File: config.mk
export PLATFORM = sky130hd
export DESIGN_NAME = pewd_round_sat
export DESIGN_NICKNAME = d
export VERILOG_FILES = /design/src/hw/rtl/pewd_pkg.sv /design/src/hw/rtl/pewd_round_sat.sv
export VERILOG_INCLUDE_DIRS = /design/src /design/src/hw/rtl
export SDC_FILE = /design/constraint.sdc
export NUM_CORES = 2
export LEC_CHECK = 0
export BUFFER_PORTS_ARGS = -buffer_cell sky130_fd_sc_hd__buf_2
export CAP_MARGIN = 10
export CORE_AREA = 3 3 614 616
export CTS_CLUSTER_SIZE = 12
export DETAILED_ROUTE_END_ITERATION = 10
export DIE_AREA = 0 0 617 619
export GPL_TIMING_DRIVEN = 0
export PLACE_DENSITY = 0.41
export SLEW_MARGIN = 20
export SYNTH_ARGS = -nofsm -noshare
export SYNTH_HDL_FRONTEND = slang
export SYNTH_SLANG_ARGS = --single-unit
File: constraint.sdc
create_clock -name clk -period 25.3 [get_ports clk]
set_input_delay 1.265 -clock clk [delete_from_list [all_inputs] [get_ports clk]]
set_output_delay 1.265 -clock clk [all_outputs]
set_load 0.03 [all_outputs]
File: src/hw/rtl/poly_eval_with_derivatives_assert.svh
`ifndef POLY_EVAL_WITH_DERIVATIVES_ASSERT_SVH
`define POLY_EVAL_WITH_DERIVATIVES_ASSERT_SVH

// Check cons in the same cycle whenever ante holds; uses the module's clk and rst.
`define PEWD_ASSERT_NOW(lbl, ante, cons) \
  lbl: assert property (@(posedge clk) disable iff (rst) (ante) |-> (cons)) \
    else $error("pewd assertion failed");

// Check cons in the cycle after ante holds.
`define PEWD_ASSERT_NEXT(lbl, ante, cons) \
  lbl: assert property (@(posedge clk) disable iff (rst) (ante) |=> (cons)) \
    else $error("pewd assertion failed");

`endif

File: src/hw/rtl/pewd_pkg.sv
package pewd_pkg;

  localparam int COEFF_COUNT = 8;
  localparam int NREGS       = 8;
  localparam int N_USED      = (COEFF_COUNT > NREGS) ? NREGS :
                               ((COEFF_COUNT < 1) ? 1 : COEFF_COUNT);
  localparam int STEPS       = N_USED - 1;

  localparam int LANES      = 4;
  localparam int COEF_W     = 64;
  localparam int WGT_W      = 8;
  localparam int WCOEF_W    = COEF_W + WGT_W;
  localparam int TIME_W     = 32;
  localparam int TIME_FRAC  = 16;
  localparam int OUT_W      = 64;
  localparam int ACC_W      = 320;
  localparam int LIMB_W     = 32;
  localparam int LIMBS      = ACC_W / LIMB_W;
  localparam int CFG_IDX_W  = 4;
  localparam int REG_IDX_W  = $clog2(NREGS);

  localparam int FRAC_SHIFT = TIME_FRAC * STEPS;
  localparam int HI_W       = ACC_W - FRAC_SHIFT - OUT_W + 1;

  typedef logic [ACC_W-1:0]          acc_t;
  typedef acc_t [LANES-1:0]          lanes_t;
  typedef logic [COEF_W-1:0]         coef_t;
  typedef coef_t [NREGS-1:0]         coef_arr_t;
  typedef logic [WCOEF_W-1:0]        wcoef_t;
  typedef wcoef_t [NREGS-1:0]        wrow_t;
  typedef wrow_t [LANES-1:0]         wtab_t;
  typedef logic [OUT_W-1:0]          out_t;
  typedef out_t [LANES-1:0]          outs_t;

  typedef struct packed {
    logic              vld;
    logic [TIME_W-1:0] t;
    lanes_t            acc;
  } stage_t;

  localparam acc_t ROUND_ADD = acc_t'(1) << (FRAC_SHIFT - 1);
  localparam out_t SAT_MAX   = {1'b0, {(OUT_W-1){1'b1}}};
  localparam out_t SAT_MIN   = {1'b1, {(OUT_W-1){1'b0}}};

  // k, k(k-1), k(k-1)(k-2) for derivative orders one to three
  function automatic logic [WGT_W-1:0] deriv_weight(input int d, input int k);
    int w;
    w = 1;
    if (k < d) begin
      w = 0;
    end else begin
      for (int i = 0; i < d; i++) begin
        w = w * (k - i);
      end
    end
    return WGT_W'(w);
  endfunction

endpackage

File: src/hw/rtl/pewd_round_sat.sv
`include "poly_eval_with_derivatives_assert.svh"

module pewd_round_sat (
  input  logic             clk,
  input  logic             rst,
  input  pewd_pkg::stage_t up,
  output logic             up_ready,
  output logic             out_vld,
  input  logic             out_rdy,
  output pewd_pkg::outs_t  res,
  output logic             ovf
);
  import pewd_pkg::*;

  logic        vld_r;
  lanes_t      rnd_r;
  logic        en_r;
  logic        en_o;

  outs_t       res_next;
  logic        ovf_next;
  logic [HI_W-1:0] hi [LANES];
  logic [LANES-1:0] fits;

  assign en_o     = !out_vld || out_rdy;
  assign en_r     = !vld_r || en_o;
  assign up_ready = en_r;

  // add half an output step, ties go upward
  always_ff @(posedge clk) begin
    if (rst) begin
      vld_r <= 1'b0;
    end else if (en_r) begin
      vld_r <= up.vld;
    end
  end

  always_ff @(posedge clk) begin
    if (en_r) begin
      for (int l = 0; l < LANES; l++) begin
        rnd_r[l] <= up.acc[l] + ROUND_ADD;
      end
    end
  end

  // drop the fraction, clamp when the bits above do not all match the sign
  always_comb begin
    ovf_next = 1'b0;
    for (int l = 0; l < LANES; l++) begin
      hi[l]   = rnd_r[l][ACC_W-1:FRAC_SHIFT+OUT_W-1];
      fits[l] = (&hi[l]) || !(|hi[l]);
      if (fits[l]) begin
        res_next[l] = rnd_r[l][FRAC_SHIFT +: OUT_W];
      end else begin
        res_next[l] = rnd_r[l][ACC_W-1] ? SAT_MIN : SAT_MAX;
      end
      ovf_next = ovf_next || !fits[l];
    end
  end

  always_ff @(posedge clk) begin
    if (rst) begin
      out_vld <= 1'b0;
    end else if (en_o) begin
      out_vld <= vld_r;
    end
  end

  always_ff @(posedge clk) begin
    if (en_o) begin
      res <= res_next;
      ovf <= ovf_next;
    end
  end

  `PEWD_ASSERT_NOW(a_ovf_has_clamp, out_vld && ovf,
    res[0] == SAT_MAX || res[0] == SAT_MIN || res[1] == SAT_MAX || res[1] == SAT_MIN ||
    res[2] == SAT_MAX || res[2] == SAT_MIN || res[3] == SAT_MAX || res[3] == SAT_MIN)

endmodule

# Word level (Yosys, flattened, before mapping)
# Cells that the tools add are included.
[totals] ff_bits=1539 input_bits=1316 out_inout_bits=259 elab_cells=50
[classes] n_addsub=4 mux=8 n_reduce_logical=27
[op_table] operator="$add 320x112->320 const B" count=4
[op_table] operator="$reduce_and 145->1" count=4
[op_table] operator="$reduce_or 145->1" count=4
[op_table] operator="$mux 64" count=8
[op_table] operator="$logic_not 1->1" count=10
[op_table] operator="$logic_or 1x1->1" count=9

# Depth between registers and ports, before layout
[depth] word_depth=7 mapped_depth=9 ltp_nobuf=7

# Least setup slack after synthesis
# OpenSTA, ideal clock, no wires.
[synth_timing] kind="input -> register" startpoint="in out_rdy" endpoint="reg rnd_r (netlist bit hi[0]) (enable)" setup_ns=5.850 arrival_time_ns=15.071 t_required_ns=19.450 path_slack_ns=4.379 stages=2 cell_sequence="nor2b_1 -> nand2_1"
[synth_via] elab_chain_cells=2
[synth_rtl] item="start: declaration" line_no="pewd_round_sat.sv:9" source="input logic out_rdy,"
[synth_rtl] item="$logic_or 1x1->1" line_no="pewd_round_sat.sv:25" source="assign en_o = !out_vld || out_rdy;"
[synth_rtl] item="$logic_or 1x1->1" line_no="pewd_round_sat.sv:26" source="assign en_r = !vld_r || en_o;"
[synth_rtl] item="net up_ready" line_no="pewd_round_sat.sv:7" source="output logic up_ready,"
[synth_rtl] item="end signal: indexed assignment" line_no="pewd_round_sat.sv:41" source="rnd_r[l] <= up.acc[l] + ROUND_ADD;"
[synth_rtl] item="end: declaration" line_no="pewd_round_sat.sv:16" source="lanes_t rnd_r;"
# The timed path passes the listed nets, and every way through them passes these cells.
# A chain may end at the register's enable or synchronous reset.

# Worst setup path after layout
[layout_timing] startpoint="in up[130] (netlist bit)" endpoint="reg rnd_r (netlist bit hi[496]), data pin"
[layout_via] elab_chain_cells=1
[layout_rtl] item="start: declaration" line_no="pewd_round_sat.sv:6" source="input pewd_pkg::stage_t up,"
[layout_rtl] item="$add 320x112->320" line_no="pewd_round_sat.sv:41"
# No other way between the ends.

==> results.md <==
* Status: complete, no violations
* CP arrival at 5850 ps
* Ys Warns at 0
* Reg-to-reg startpoint: hi[239]$_DFFE_PP_
* Cells after Synth at 5659
* Wirelength, routed at between 300000 and 400000 µm
* Switching share of total power at 0.269
* Worst r2r dst: res[135]$_DFFE_PP_
* Post-Synth XOR/XNOR Area at 0.118
* Nature of the critical path startpoint: primary input
* Setup bufs post-CTS at 0
* NetSw at about 1.3 mW
* Final Max Slew Viols at 0
* CP Cell Sequence: buf_2, nand4_1, nor3_1, nand4_1, nor4_2, buf_2, nand4_1, xnor2_1
* CP dominant cell by count: nand4_1
* Initial Util at 0.165
* PwrDens at 60.2 nW/µm²
* Critical path peak fanout at 10
* Initial antenna violation count at between 200 and 250
* Hold Path Class: reg -> reg
* CTS H-Tree Depth at 4
* Total GRT Usage at 0.184
* RSZ-0062 raised after global routing: false
* PortBufs at approximately 1100
* Die X at 617 µm
* Global route total overflow at 0
* CP bufs+invs at 2
* Synth Area in Adders at 0.000814
* Non-Filler Instances at between 10000 and 15000
* Max_cap viols at 0
* Max Clock Freq at ~0.19 GHz
* Post-cts resize count at 0
* CTS clk-pin slew, worst paths at 50 ps
* P_leak at a little under 30 nW
* Clock Latency Late Sink at between 800 and 900 ps
* Gate power share at 0.102
* Num ports at ~1600
* Syn nets at 6979
* Placer Congestion at between 0.9 and 1
* Post-DP Area at ~74000 µm²
* Synth Area in Compound Gates at 0.000651
* Cts bufs inserted at 150
* Nets at 8278
* CP endpoint kind: flop
* CTS tree: built
* Setup slack after layout at roughly 20000 ps
* Syn avg cell area at approximately 11 µm²
* Placed wire-length estimate at 314000 µm
* Global-route wire length before repair at between 400000 and 500000 µm
* Main combinational cell family by area after synthesis: simple AND/OR/NAND/NOR gates
* Crit Path Category: in -> reg
* Post-Place Setup Slack at 19460 ps
* Rel. slew slack at 0.126
* Final hold viol count at 0
* Synthesis-to-layout area growth at 29.7%
* Initial DRC count at 5955
* Clock buffer depth at 4
* Largest net degree at the start of global routing at 87
* Clock power share at 0.447
* Critical path's top delay family: simple AND/OR/NAND/NOR gates
* Placed Instances at 11778
* Internal at 3.51 mW
* Core ar. at between 300000 and 400000 µm²
* Critical path's largest stage delay at ~1000 ps
* Final setup violation count at 0
* Simple-gate share of the synthesized area at 0.279
* Via Count at approximately 57000
* Site row count at approximately 220
* Share of power burned in registers at 0.451
* Share of cells above drive strength 1 at 0.220
* Critical Path RT at ~26000 ps
* Slew @ Worst Pin at ~1300 ps
* Mapped Area at just over 60000 µm²
* Sequential fraction of the synthesis area at 0.532
* VDD IR max at 0.0531 mV
* Hold WS at 547 ps
* Vias in the first global route at ~55000
* First-pass DRT Iterations at 6
* CTS root buffer: clkbuf_16
* Critical path's slowest cell: nor3_1
* Routed WL per cell at between 30 and 40 µm
* R2R setup slack at roughly 21000 ps
* Final Instance Area at between 70000 and 80000 µm²
* DRC at 0
* Worst hold path depth at 2
* Post-route ant nets at 0
* Hold Path Origin: vld_r$_SDFFE_PP0P_
* Die Span Y at between 600 and 700 µm
* Post-synthesis mux area share at 0.0410
* WHS Endpoint: out_vld$_SDFFE_PP0P_
* Min Tclk post-route at between 5000 and 6000 ps
* Final period util at 0.209
* Clk sinks at roughly 1100
* Worst r2r path cells at 8
* Yosys cell types at 56
* Total Die Area at between 300000 and 400000 µm²
* Vias/cell at between 4 and 5
* Post-layout util at 0.215
* Clk_skew at approximately 84 ps
* Cts hold-fix bufs at 0
* Flops & latches, synth at 1091
cells in the mapped netlist, drive strengths merged:
cell type | instances | area (µm²)
inv | 336 | 1260
and2 | 47 | 294
a21oi | 1 | 5.00
or3b | 2 | 17.5
nor2b | 6 | 37.5
nand4b | 6 | 52.6
nand2 | 395 | 1490
or4 | 34 | 270
or2 | 15 | 93.9
ha | 4 | 50.1
nand4 | 672 | 4300
and4 | 82 | 718
clkinv | 1 | 3.75
and4b | 1 | 10.0
buf | 35 | 171
nor3b | 3 | 27.5
nor4bb | 2 | 20.0
and4bb | 2 | 25.0
nand2b | 11 | 68.8
o31a | 4 | 35.0
mux2i | 252 | 2520
nand3b | 3 | 22.5
or3 | 45 | 282
nor4b | 9 | 91.3
nand3 | 498 | 2550
xor2 | 256 | 2240
dfxtp | 2 | 40.0
or4b | 2 | 20.0
and3 | 160 | 1000
clkbuf | 79 | 298
and3b | 3 | 26.3
nor2 | 313 | 1180
xnor2 | 572 | 5010
nor4 | 440 | 3140
nor3 | 277 | 1450
edfxtp | 1089 | 32700
cell families (layout without fill, tap and decap cells):
group | Yosys count | in the layout
adder cells (fa/ha/maj) | 4 | 4
XOR/XNOR | 828 | 828
other | 0 | 191
AO/OA/AOI/OAI | 5 | 5
multiplexers | 252 | 252
AND/OR/NAND/NOR | 3028 | 3028
buffers and inverters | 451 | 1861
flip-flops | 1091 | 1091
worst max path at each step:
stage          startpoint                 to  cells after the start
2_1_floorplan     out_rdy    hi[0]$_DFFE_PP_                      2
3_3_place_gp      out_rdy           up_ready                      4
3_5_place_dp      up[130]  hi[552]$_DFFE_PP_                      8
4_1_cts           up[130]  hi[496]$_DFFE_PP_                      8
5_1_grt           up[130]  hi[552]$_DFFE_PP_                      8
6_report          up[130]  hi[496]$_DFFE_PP_                      8
placed cells by master (no fill, tap or decap), types with 256 or more instances in the layout:
cell,count
nor2_1,311
xnor2_1,572
nand2_1,393
edfxtp_1,1089
xor2_1,256
buf_2,1115
nand4_1,659
inv_1,335
nor4_1,360
nand3_1,489
power by group through the flow:
stage,combinational (mW),clock [mW],sequential [mW]
2_1_floorplan,0.138,0,2.26
3_3_place_gp,0.485,0,2.23
3_5_place_dp,0.490,0,2.20
4_1_cts,0.492,2.22,2.17
5_1_grt,0.517,2.28,2.17
6_report,0.491,2.14,2.16
per-stage QoR:
step | TNS [ps] | power (mW)
after floorplan | 0 | 2.39
after global placement | -5010220 | 2.71
after detailed placement | 0 | 2.69
after CTS | 0 | 4.88
after global routing | 0 | 4.98
final | 0 | 4.80
worst register-to-register path: cells and delay by family, from the launching register on:
| kind | cells | cell delay (ps) |
|---|---|---|
| AOI/OAI and AO/OA | 1 | 370 |
| buffers and inverters | 2 | 860 |
| DFF | 1 | 490 |
| muxes | 1 | 610 |
| and+or+nand+nor | 4 | 1560 |
final cells by class:
| class | count | area, µm² |
|---|---|---|
| Antenna cell | 191 | 478 |
| Buffer | 114 | 477 |
| Clock buffer | 176 | 3960 |
| Clock inverter | 87 | 867 |
| Fill cell | 40856 | 292000 |
| Inverter | 337 | 1270 |
| Multi-Input combinational cell | 4117 | 27400 |
| Sequential cell | 1091 | 32700 |
| Tap cell | 4972 | 6220 |
| Timing Repair Buffer | 1147 | 6350 |
routing by layer:
| layer | up-vias | part of all wire | track usage |
|---|---|---|---|
| li1 | 24577 | - | - |
| met1 | 28466 | 0.42 | 0.237 |
| met2 | 2826 | 0.46 | 0.295 |
| met3 | 711 | 0.074 | 0.0404 |
| met4 | 62 | 0.045 | 0.0812 |
| met5 | - | 0.0012 | 0 |
flip-flops by register name, indices dropped and copies added, names as in the netlist:
name,flops
out_vld,1
vld_r,1
res,256
rnd_r,252
ovf,1
hi,580
No activity file was read; power rests on OpenSTA's default activity.
